$ cat src/rtl/ofp_pkg.sv
// Package for the offset frame parser.
// Holds frame byte constants and the result word type used by the parser, result register and top level.
// No dependencies.
package ofp_pkg;

  // Frame layout bytes.
  localparam logic [7:0] HDR_FIRST  = 8'hAA;
  localparam logic [7:0] HDR_SECOND = 8'h55;
  localparam logic [7:0] TRAILER    = 8'h0D;

  // Offset pair that marks arrival instead of a new position.
  localparam logic [15:0] MARKER_VAL = 16'h7FFF;

  // Byte positions within a frame.
  localparam logic [2:0] POS_HDR2      = 3'd1;
  localparam logic [2:0] POS_PAY_FIRST = 3'd2;
  localparam logic [2:0] POS_PAY_LAST  = 3'd5;
  localparam logic [2:0] POS_TRAILER   = 3'd6;

  // One result word.
  typedef struct packed {
    logic signed [15:0] offset_x;
    logic signed [15:0] offset_y;
    logic               arrived;
  } res_t;

endpackage

$ cat src/rtl/ofp_in_stage.sv
// Input register for the offset frame parser.
// Holds one received byte until the parser consumes it. Uses no package items.
module ofp_in_stage (
  input  logic       clk,
  input  logic       rst_n,
  input  logic       in_valid,
  output logic       in_ready,
  input  logic [7:0] in_rx_byte,
  input  logic       advance,
  output logic       byte_valid,
  output logic [7:0] byte_data
);

  logic       valid_r;
  logic [7:0] byte_r;

  // The register takes a new word when empty or when its word moves on.
  assign in_ready   = !valid_r || advance;
  assign byte_valid = valid_r;
  assign byte_data  = byte_r;

  // Valid flag.
  always_ff @(posedge clk) begin
    if (!rst_n) begin
      valid_r <= 1'b0;
    end else if (in_valid && in_ready) begin
      valid_r <= 1'b1;
    end else if (advance) begin
      valid_r <= 1'b0;
    end
  end

  // Byte payload.
  always_ff @(posedge clk) begin
    if (in_valid && in_ready) begin
      byte_r <= in_rx_byte;
    end
  end

endmodule

$ cat src/rtl/ofp_parser.sv
// Frame parser state machine for the offset frame parser.
// Tracks header, payload and trailer bytes and keeps the held offsets.
// Depends on ofp_pkg.
module ofp_parser (
  input  logic          clk,
  input  logic          rst_n,
  input  logic          advance,
  input  logic [7:0]    byte_data,
  output logic          res_valid,
  output ofp_pkg::res_t res
);

  typedef enum logic [1:0] {
    PH_IDLE = 2'd0,
    PH_HDR2 = 2'd1,
    PH_BODY = 2'd2
  } phase_t;

  phase_t             phase_r, phase_nxt;
  logic [2:0]         pos_r, pos_nxt;
  logic [7:0]         payload_r [4];
  logic               pay_wr;
  logic [1:0]         pay_idx;
  logic signed [15:0] held_x_r, held_x_nxt;
  logic signed [15:0] held_y_r, held_y_nxt;
  logic               arrived_r, arrived_nxt;
  logic [15:0]        frame_x;
  logic [15:0]        frame_y;

  // Offsets assembled big-endian from the stored payload.
  assign frame_x = {payload_r[0], payload_r[1]};
  assign frame_y = {payload_r[2], payload_r[3]};
  assign pay_idx = pos_r[1:0] - ofp_pkg::POS_PAY_FIRST[1:0];

  // Next-state and result decode for the current byte.
  always_comb begin
    phase_nxt   = phase_r;
    pos_nxt     = pos_r;
    pay_wr      = 1'b0;
    res_valid   = 1'b0;
    held_x_nxt  = held_x_r;
    held_y_nxt  = held_y_r;
    arrived_nxt = arrived_r;
    unique case (phase_r)
      PH_HDR2: begin
        // A wrong second header byte is dropped, not retried as a start.
        if (byte_data == ofp_pkg::HDR_SECOND) begin
          phase_nxt = PH_BODY;
          pos_nxt   = ofp_pkg::POS_PAY_FIRST;
        end else begin
          phase_nxt = PH_IDLE;
          pos_nxt   = 3'd0;
        end
      end
      PH_BODY: begin
        if (pos_r >= ofp_pkg::POS_PAY_FIRST && pos_r <= ofp_pkg::POS_PAY_LAST) begin
          pay_wr  = 1'b1;
          pos_nxt = pos_r + 3'd1;
        end else begin
          phase_nxt = PH_IDLE;
          pos_nxt   = 3'd0;
          if (pos_r == ofp_pkg::POS_TRAILER && byte_data == ofp_pkg::TRAILER) begin
            res_valid = 1'b1;
            if (frame_x == ofp_pkg::MARKER_VAL && frame_y == ofp_pkg::MARKER_VAL) begin
              arrived_nxt = 1'b1;
            end else begin
              held_x_nxt = frame_x;
              held_y_nxt = frame_y;
            end
          end
        end
      end
      default: begin
        // Idle, and the unused phase code.
        if (byte_data == ofp_pkg::HDR_FIRST) begin
          phase_nxt = PH_HDR2;
          pos_nxt   = ofp_pkg::POS_HDR2;
        end else begin
          phase_nxt = PH_IDLE;
          pos_nxt   = 3'd0;
        end
      end
    endcase
  end

  // The result word carries the held values after this frame.
  assign res.offset_x = held_x_nxt;
  assign res.offset_y = held_y_nxt;
  assign res.arrived  = arrived_nxt;

  // Parser state and held offsets.
  always_ff @(posedge clk) begin
    if (!rst_n) begin
      phase_r   <= PH_IDLE;
      pos_r     <= 3'd0;
      held_x_r  <= '0;
      held_y_r  <= '0;
      arrived_r <= 1'b0;
    end else if (advance) begin
      phase_r   <= phase_nxt;
      pos_r     <= pos_nxt;
      held_x_r  <= held_x_nxt;
      held_y_r  <= held_y_nxt;
      arrived_r <= arrived_nxt;
    end
  end

  // Payload byte store; every entry is written before it is read in a frame.
  always_ff @(posedge clk) begin
    if (advance && pay_wr) begin
      payload_r[pay_idx] <= byte_data;
    end
  end

`ifndef SYNTHESIS
  a_arrived_sticky: assert property (@(posedge clk) disable iff (!rst_n)
    arrived_r |=> arrived_r)
    else $error("arrived flag cleared after being set");

  a_body_pos: assert property (@(posedge clk) disable iff (!rst_n)
    (phase_r == PH_BODY) |-> (pos_r >= ofp_pkg::POS_PAY_FIRST &&
                              pos_r <= ofp_pkg::POS_TRAILER))
    else $error("byte position out of range while collecting");

  a_hdr2_pos: assert property (@(posedge clk) disable iff (!rst_n)
    (phase_r == PH_HDR2) |-> (pos_r == ofp_pkg::POS_HDR2))
    else $error("byte position wrong while waiting for second header");

  a_res_at_trailer: assert property (@(posedge clk) disable iff (!rst_n)
    res_valid |-> (phase_r == PH_BODY && pos_r == ofp_pkg::POS_TRAILER))
    else $error("result raised outside the trailer byte");
`endif

endmodule

$ cat src/rtl/ofp_out_stage.sv
// Result register for the offset frame parser.
// Holds one result word until the consumer takes it. Depends on ofp_pkg.
module ofp_out_stage (
  input  logic               clk,
  input  logic               rst_n,
  input  logic               advance,
  input  logic               res_valid,
  input  ofp_pkg::res_t      res,
  output logic               slot_free,
  output logic               out_valid,
  input  logic               out_ready,
  output logic signed [15:0] out_offset_x,
  output logic signed [15:0] out_offset_y,
  output logic               out_arrived
);

  logic          valid_r;
  ofp_pkg::res_t res_r;

  // The slot can take a word when empty or when its word leaves this cycle.
  assign slot_free    = !valid_r || out_ready;
  assign out_valid    = valid_r;
  assign out_offset_x = res_r.offset_x;
  assign out_offset_y = res_r.offset_y;
  assign out_arrived  = res_r.arrived;

  // Valid flag.
  always_ff @(posedge clk) begin
    if (!rst_n) begin
      valid_r <= 1'b0;
    end else if (advance) begin
      valid_r <= res_valid;
    end else if (out_ready) begin
      valid_r <= 1'b0;
    end
  end

  // Result payload.
  always_ff @(posedge clk) begin
    if (advance && res_valid) begin
      res_r <= res;
    end
  end

endmodule

$ cat src/rtl/offset_frame_parser_unit.sv
// Offset frame parser, top level: input register, parser, result register.
// A trailer byte waits in the input register, then its parser step
// registers the result and out_valid. Throughput: one word per cycle; any
// word waits while an untaken result holds the result register.
// Reset: synchronous active-low rst_n returns the parser to idle and clears the
// held offsets and the arrived flag. Depends on ofp_pkg and the ofp_* modules.
module offset_frame_parser_unit (
  input  logic               clk,
  input  logic               rst_n,
  input  logic               in_valid,
  output logic               in_ready,
  input  logic [7:0]         in_rx_byte,
  output logic               out_valid,
  input  logic               out_ready,
  output logic signed [15:0] out_offset_x,
  output logic signed [15:0] out_offset_y,
  output logic               out_arrived
);

  logic          byte_valid;
  logic [7:0]    byte_data;
  logic          slot_free;
  logic          advance;
  logic          res_valid;
  ofp_pkg::res_t res;

  // A byte moves through the parser when the result slot can take its word.
  assign advance = byte_valid && slot_free;

  ofp_in_stage u_in (
    .clk        (clk),
    .rst_n      (rst_n),
    .in_valid   (in_valid),
    .in_ready   (in_ready),
    .in_rx_byte (in_rx_byte),
    .advance    (advance),
    .byte_valid (byte_valid),
    .byte_data  (byte_data)
  );

  ofp_parser u_parser (
    .clk       (clk),
    .rst_n     (rst_n),
    .advance   (advance),
    .byte_data (byte_data),
    .res_valid (res_valid),
    .res       (res)
  );

  ofp_out_stage u_out (
    .clk          (clk),
    .rst_n        (rst_n),
    .advance      (advance),
    .res_valid    (res_valid),
    .res          (res),
    .slot_free    (slot_free),
    .out_valid    (out_valid),
    .out_ready    (out_ready),
    .out_offset_x (out_offset_x),
    .out_offset_y (out_offset_y),
    .out_arrived  (out_arrived)
  );

endmodule

$ cat config.mk
export PLATFORM = sky130hd
export DESIGN_NAME = offset_frame_parser_unit
export DESIGN_NICKNAME = d
export VERILOG_FILES = /design/src/rtl/ofp_pkg.sv /design/src/rtl/ofp_in_stage.sv /design/src/rtl/ofp_parser.sv /design/src/rtl/ofp_out_stage.sv /design/src/rtl/offset_frame_parser_unit.sv
export SDC_FILE = /design/constraint.sdc
export NUM_CORES = 1
export LEC_CHECK = 0
export BUFFER_PORTS_ARGS = -buffer_cell sky130_fd_sc_hd__buf_2
export CAP_MARGIN = 30
export CELL_PAD_IN_SITES_DETAIL_PLACEMENT = 1
export CELL_PAD_IN_SITES_GLOBAL_PLACEMENT = 1
export CORE_ASPECT_RATIO = 1.2
export CORE_MARGIN = 2
export CORE_UTILIZATION = 36
export DETAILED_ROUTE_END_ITERATION = 7
export GPL_TIMING_DRIVEN = 0
export PLACE_DENSITY_LB_ADDON = 0.1
export SYNTH_ARGS = -nofsm -noshare
export SYNTH_HDL_FRONTEND = slang
export SYNTH_SLANG_ARGS = --single-unit
$ cat constraint.sdc
create_clock -name clk -period 4.9 [get_ports clk]
set_clock_uncertainty 0.05 [all_clocks]
set_input_delay 0.245 -clock clk [delete_from_list [all_inputs] [get_ports clk]]
set_output_delay 0.245 -clock clk [all_outputs]
set_load 0.1 [all_outputs]
======== After elaboration in Yosys (flattened, before gate mapping) ========
Memories as Yosys holds them, arrays and structs flattened.
Index checks and enable logic that the tools add are counted.
word-level totals
  bits in writable memories ............... 32
  input bits .............................. 12
  logic and storage cells ................. 70
  output and inout bits ................... 35
  memories kept ........................... 1
  register bits ........................... 81
operators by class
  add/subtract/negate cells ............... 2
  multiplexer cells ....................... 31
  order comparisons ....................... 2
  reduce and logical (&&, ||, !) cells .... 14
  equality and inequality tests ........... 9
memories
  name                words  bits a word  read ports  clocked after memory_dff  wr ports  line              text
  u_parser.payload_r  4      8            4           0                         1         ofp_parser.sv:21  logic [7:0] payload_r [4];
operator list
  cell                                                                                 count
  16-bit 2-to-1 mux                                                                    8
  16-bit by 15-bit == test with 1-bit output, second input constant                    2
  1-bit 2-to-1 mux                                                                     17
  8-bit by 4-bit == test with 1-bit output, second input constant                      1
  8-bit by 7-bit == test with 1-bit output, second input constant                      1
  8-bit == test, second input constant                                                 1
  1-bit logical AND                                                                    7
  2-bit 2-to-1 mux                                                                     3
  3-bit case mux with 2 select lines                                                   1
  2-bit case mux with 2 select lines                                                   1
  2-bit nonzero test                                                                   2
  3-bit by 1-bit adder with 3-bit output, second input constant                        1
  3-bit == test, second input constant                                                 1
  3-bit by 2-bit greater-or-equal comparator with 1-bit output, second input constant  1
  3-bit <= comparator, second input constant                                           1
  3-bit 2-to-1 mux                                                                     1
  2-bit by 1-bit == test with 1-bit output, second input constant                      1
  2-bit == test, second input constant                                                 1
  1-bit logical NOT                                                                    2
  1-bit logical OR                                                                     2
  2-bit inequality test, second input constant                                         1
  2-bit AND reduction                                                                  1
  2-bit subtractor, second input constant                                              1

======== Depth between registers and ports, before layout ========
  word-level depth ........................ 7
  depth in mapped cells ................... 7
  mapped depth without buffers ............ 6

======== Hierarchy ========
From an unflattened synthesis, not the netlist that was laid out.
unflattened totals
  cell total of the unflattened synthesis .. 296
  area, all modules ....................... 4515.6 sq um
by module, submodules not included
  module                    area an instance (sq um)  cells an instance  sequential area each (sq um)  instances
  ofp_parser                3169.3                    244                1721.7                        1
  ofp_out_stage             1042.2                    38                 1011.0                        1
  ofp_in_stage              297.8                     13                 260.2                         1
  offset_frame_parser_unit  6.3                       1                  0.0                           1

======== Worst setup path before layout ========
OpenSTA, ideal clock, no wires.
  kind .................................... reg-to-reg
  start ................................... register u_in.byte_r[6] (netlist: u_in.byte_data[6])
  end ..................................... register u_out.res_r (netlist bit u_out.out_arrived) (enable)
  arrival time ............................ 3186 ps
  stages on the path, launching flop included .. 4
  path slack .............................. 1219 ps
  clock period less this slack ............ 3681 ps
  buffers on the path ..................... 0
  required time ........................... 4405 ps
  path through ............................ edfxtp_1 > or3b_1 > or3_1 > nor4_2
on the way
  word-level cells in the longest chain between the ends .. 6
RTL lines
  what                                      line                 text
  start: declaration                        ofp_in_stage.sv:15   logic [7:0] byte_r;
  start signal: assignment                  ofp_in_stage.sv:36   byte_r <= in_rx_byte;
  8-bit by 4-bit == test with 1-bit output  ofp_parser.sv:62     if (pos_r == ofp_pkg::POS_TRAILER && byte_data == ofp_pkg::TRAILER) begin
  1-bit logical AND                         ofp_parser.sv:62
  1-bit 2-to-1 mux                          ofp_parser.sv:62
  1-bit 2-to-1 mux                          ofp_parser.sv:56     if (pos_r >= ofp_pkg::POS_PAY_FIRST && pos_r <= ofp_pkg::POS_PAY_LAST) begin
  1-bit 2-to-1 mux                          ofp_parser.sv:44     unique case (phase_r)
  1-bit logical AND                         ofp_out_stage.sv:40  if (advance && res_valid) begin
  end signal: assignment                    ofp_out_stage.sv:41  res_r <= res;
  end: declaration                          ofp_out_stage.sv:18  ofp_pkg::res_t res_r;
Every way passes these cells.
A chain may end at the register's enable or synchronous reset.

======== Worst setup path after layout ========
  start ................................... register u_in.byte_r[6] (netlist: u_in.byte_data[6])
  end ..................................... register u_out.res_r (netlist bit u_out.out_offset_y[12]) (enable)
Same word-level chain as after synthesis.

==> flow_summary.yaml <==
run_status:
  status: "finished, final reports clean"
layout:
  nets: 427
  fill_cells: 1342
  multi_input_area_sq_um: 1610
  antenna_cells: 0
  area.sequential_sq_um: 2990
  drive_above_1_share: 0.294
  area_growth_pct: 23.5
clocking:
  post_cts_buffers: 0
  cts.sinks: 113
  root_buffer: "clkbuf_16"
  htree_levels: 4
  worstSkewPairLatency_ns: 0.41
  cts_tree: "done"
  cts_buffer_depth: 2
  cts_inserted_buffers: 17
  clkTransAtPathRegs_ns: 0.05
logic_synthesis:
  synthArstFlopShare: 0
  ys_warn_count: 0
  syn_nets: 351
  synth_area_per_cell_sq_um: 14.2
  synth-seq-cells: 113
  yosysUniqueCellTypes: 42
  synth_ff_type: "edfxtp_1"
  syn-cell-area_sq_um: 4730
  synth-edff-count: 73
  postSynthCellCount: 333
  seq_area_frac_synth: 0.633
critical_path:
  worstSetupStartpointType: "flip-flop"
  critPathMaxStageDelay_ns: 0.57
  arrival_ns: 2.67
  worst-path-stages: 4
  rr_worst_depth: 4
  crit_path_end_kind: "flip-flop"
  regToRegSetupSlack_ns: 2.28
  cp_max_fo: 15
  critPathKind: "reg -> reg"
  cp.buffers_inverters: 1
  cp_cell_sequence: "or3b_1, or3_1, nor4_4, buf_6"
  critPathRequiredTime_ns: 4.95
  cp_slowest_cell: "nor4_4"
  crit_family: "simple AND/OR/NAND/NOR gates"
timing:
  fmax_mhz: 381
  rsz0062_at_grt: "no"
  finalSetupViolations: 0
  period_share: 0.536
  holdWs_ns: 0.170
  drv_slew: 0
  tightest_slew_ns: 0.632
  setup-tns-final_ns: 0
  slew_headroom: 0.576
  fin_crit_ns: 2.62
  hold_viol: 0
grt:
  grt_usage: 0.158
  grt_use_met2: 0.276
  use_met1: 0.184
  grt_overflow: 0
  grtUsageMet3: 0.0392
  grt_pass1_vias: 2992
  top_usage_layer: "met2"
  grt_pass1_wl_um: 16100
  grt_max_degree: 17
  antenna_found_initial: 0
floorplanning:
  rows: 45
  die_w_um: 109
  die_area_sq_um: 14100
  ios: 47
  start_util: 0.372
  core_sq_um: 12700
  fp.dieH_um: 130
pwr:
  cellPowerDensity_nw_per_um2: 380
  ir_worst_vdd_mv: 0.228
  leakage_uw: 0.00227
detailed_routing:
  vias: 2882
  ant_nets: 0
  viasPerCell: 4.92
  detail_route.first_pass.iterations: 4
  drt_iter0_markers: 80
  drcViolationCount: 0
  totalWireLength_um: 10100
  routedWlPerCell_um: 17.3
hold_path:
  hold_class: "in -> reg"
  holdPathStages: 4
placement:
  place_congestion: 0.746
  io_buffer_count: 46
  dp_hpwl_um: 7050
job:
  drv_cap: 0
area by class of cell:
type,count,area share
clock inverters,6,0.00943
inverters,8,0.00514
plain buffers,14,0.0186
clock buffers,26,0.0855
multi-input cells,198,0.275
repair buffers,57,0.0587
flip-flops and latches,113,0.513
well taps,164,0.0351
path summary, 6_finish.rpt:
| check | from | endpoint |
|---|---|---|
| hold reg to reg | u_parser.arrived_r$_SDFFE_PN0P_ | u_parser.arrived_r$_SDFFE_PN0P_ |
| setup reg to reg | u_in.byte_data[6]$_DFFE_PP_ | u_out.out_offset_y[12]$_DFFE_PP_ |
| hold / removal | out_ready | u_in.byte_valid$_SDFFE_PN0P_ |
| setup / recovery | u_in.byte_data[6]$_DFFE_PP_ | u_out.out_offset_y[12]$_DFFE_PP_ |
power by group:
part,total (uW),internal [uW],leakage [uW],switching (uW)
Clock,1140,746,0.000278,399
Combinational,40.2,16.3,0.000925,23.8
Sequential,1030,1020,0.00107,15.4
state kept, by name, summed over array words and instances (netlist names), 2 cells and up:
name / count
u_parser.pos_r: 3
u_out.out_offset_y: 16
u_parser.held_x_r: 16
u_parser.phase_r: 2
u_out.out_offset_x: 16
u_parser.payload_r: 32
u_parser.held_y_r: 16
u_in.byte_data: 8
what timing repair did:
action,CTS,global route
gates resized for setup,0,0
hold buffers,9,0
hold endpoints to repair,9,0
worst reg2reg max path, stage by stage (launching register included):
cell      delay, ns
edfxtp_1       0.55
or3b_1         0.44
or3_1          0.43
nor4_4         0.57
buf_6          0.28
logic make-up (layout without fill, tap and decap cells):
family	count (synthesis)	after routing	synth area share
AOI/OAI and AO/OA	20	20	0.0307
adders and majority gates	6	6	0.0159
buffers and inverters	22	111	0.0294
DFF	113	113	0.633
muxes	64	64	0.168
and+or+nand+nor	108	108	0.123
cells in the mapped netlist, drive strengths merged, types with 2 or more instances:
| cell | instances | area [sq um] |
|---|---|---|
| inv | 8 | 30.0 |
| dfxtp | 40 | 801 |
| nand2b | 2 | 12.5 |
| nand3 | 3 | 15.0 |
| or3b | 2 | 17.5 |
| buf | 6 | 78.8 |
| nor4 | 4 | 61.3 |
| a211oi | 2 | 27.5 |
| nand2 | 68 | 255 |
| nor2b | 3 | 18.8 |
| o21ai | 3 | 15.0 |
| nand4 | 10 | 68.8 |
| clkbuf | 8 | 30.0 |
| a21oi | 8 | 43.8 |
| ha | 6 | 75.1 |
| and3 | 5 | 31.3 |
| nand4b | 4 | 35.0 |
| mux2i | 32 | 320 |
| edfxtp | 73 | 2190 |
| mux2 | 32 | 473 |
cell usage in the layout, fill, tap and decap left out, types with 8 or more instances in the layout:
cell           instances
dfxtp_1               40
inv_1                  8
mux2_4                30
clkbuf_1              13
dlygate4sd3_1          9
clkbuf_16             17
mux2i_1               32
edfxtp_1              73
nand2_1               68
buf_2                 46
nand4_1                9
layer usage:
metal / up-vias / share of wire
met5: - / 0
li1: 1370 / -
met1: 1451 / 0.43
met4: 0 / 0.011
met2: 51 / 0.53
met3: 10 / 0.028
stage by stage:
step | total power [uW] | instances | utilization | instance area [sq um] | worst slack (ns)
2_1_floorplan | 1070 | 333 | - | 4730 | 1.22
3_3_place_gp | 1090 | 543 | 0.406 | 5160 | 0.00355
3_5_place_dp | 1090 | 545 | 0.408 | 5190 | 2.25
4_1_cts | 2250 | 586 | 0.459 | 5840 | 2.24
5_1_grt | 2290 | 586 | 0.459 | 5840 | 2.17
6_report | 2220 | 586 | 0.459 | 5840 | 2.28
No activity file was read; power rests on OpenSTA's default activity.
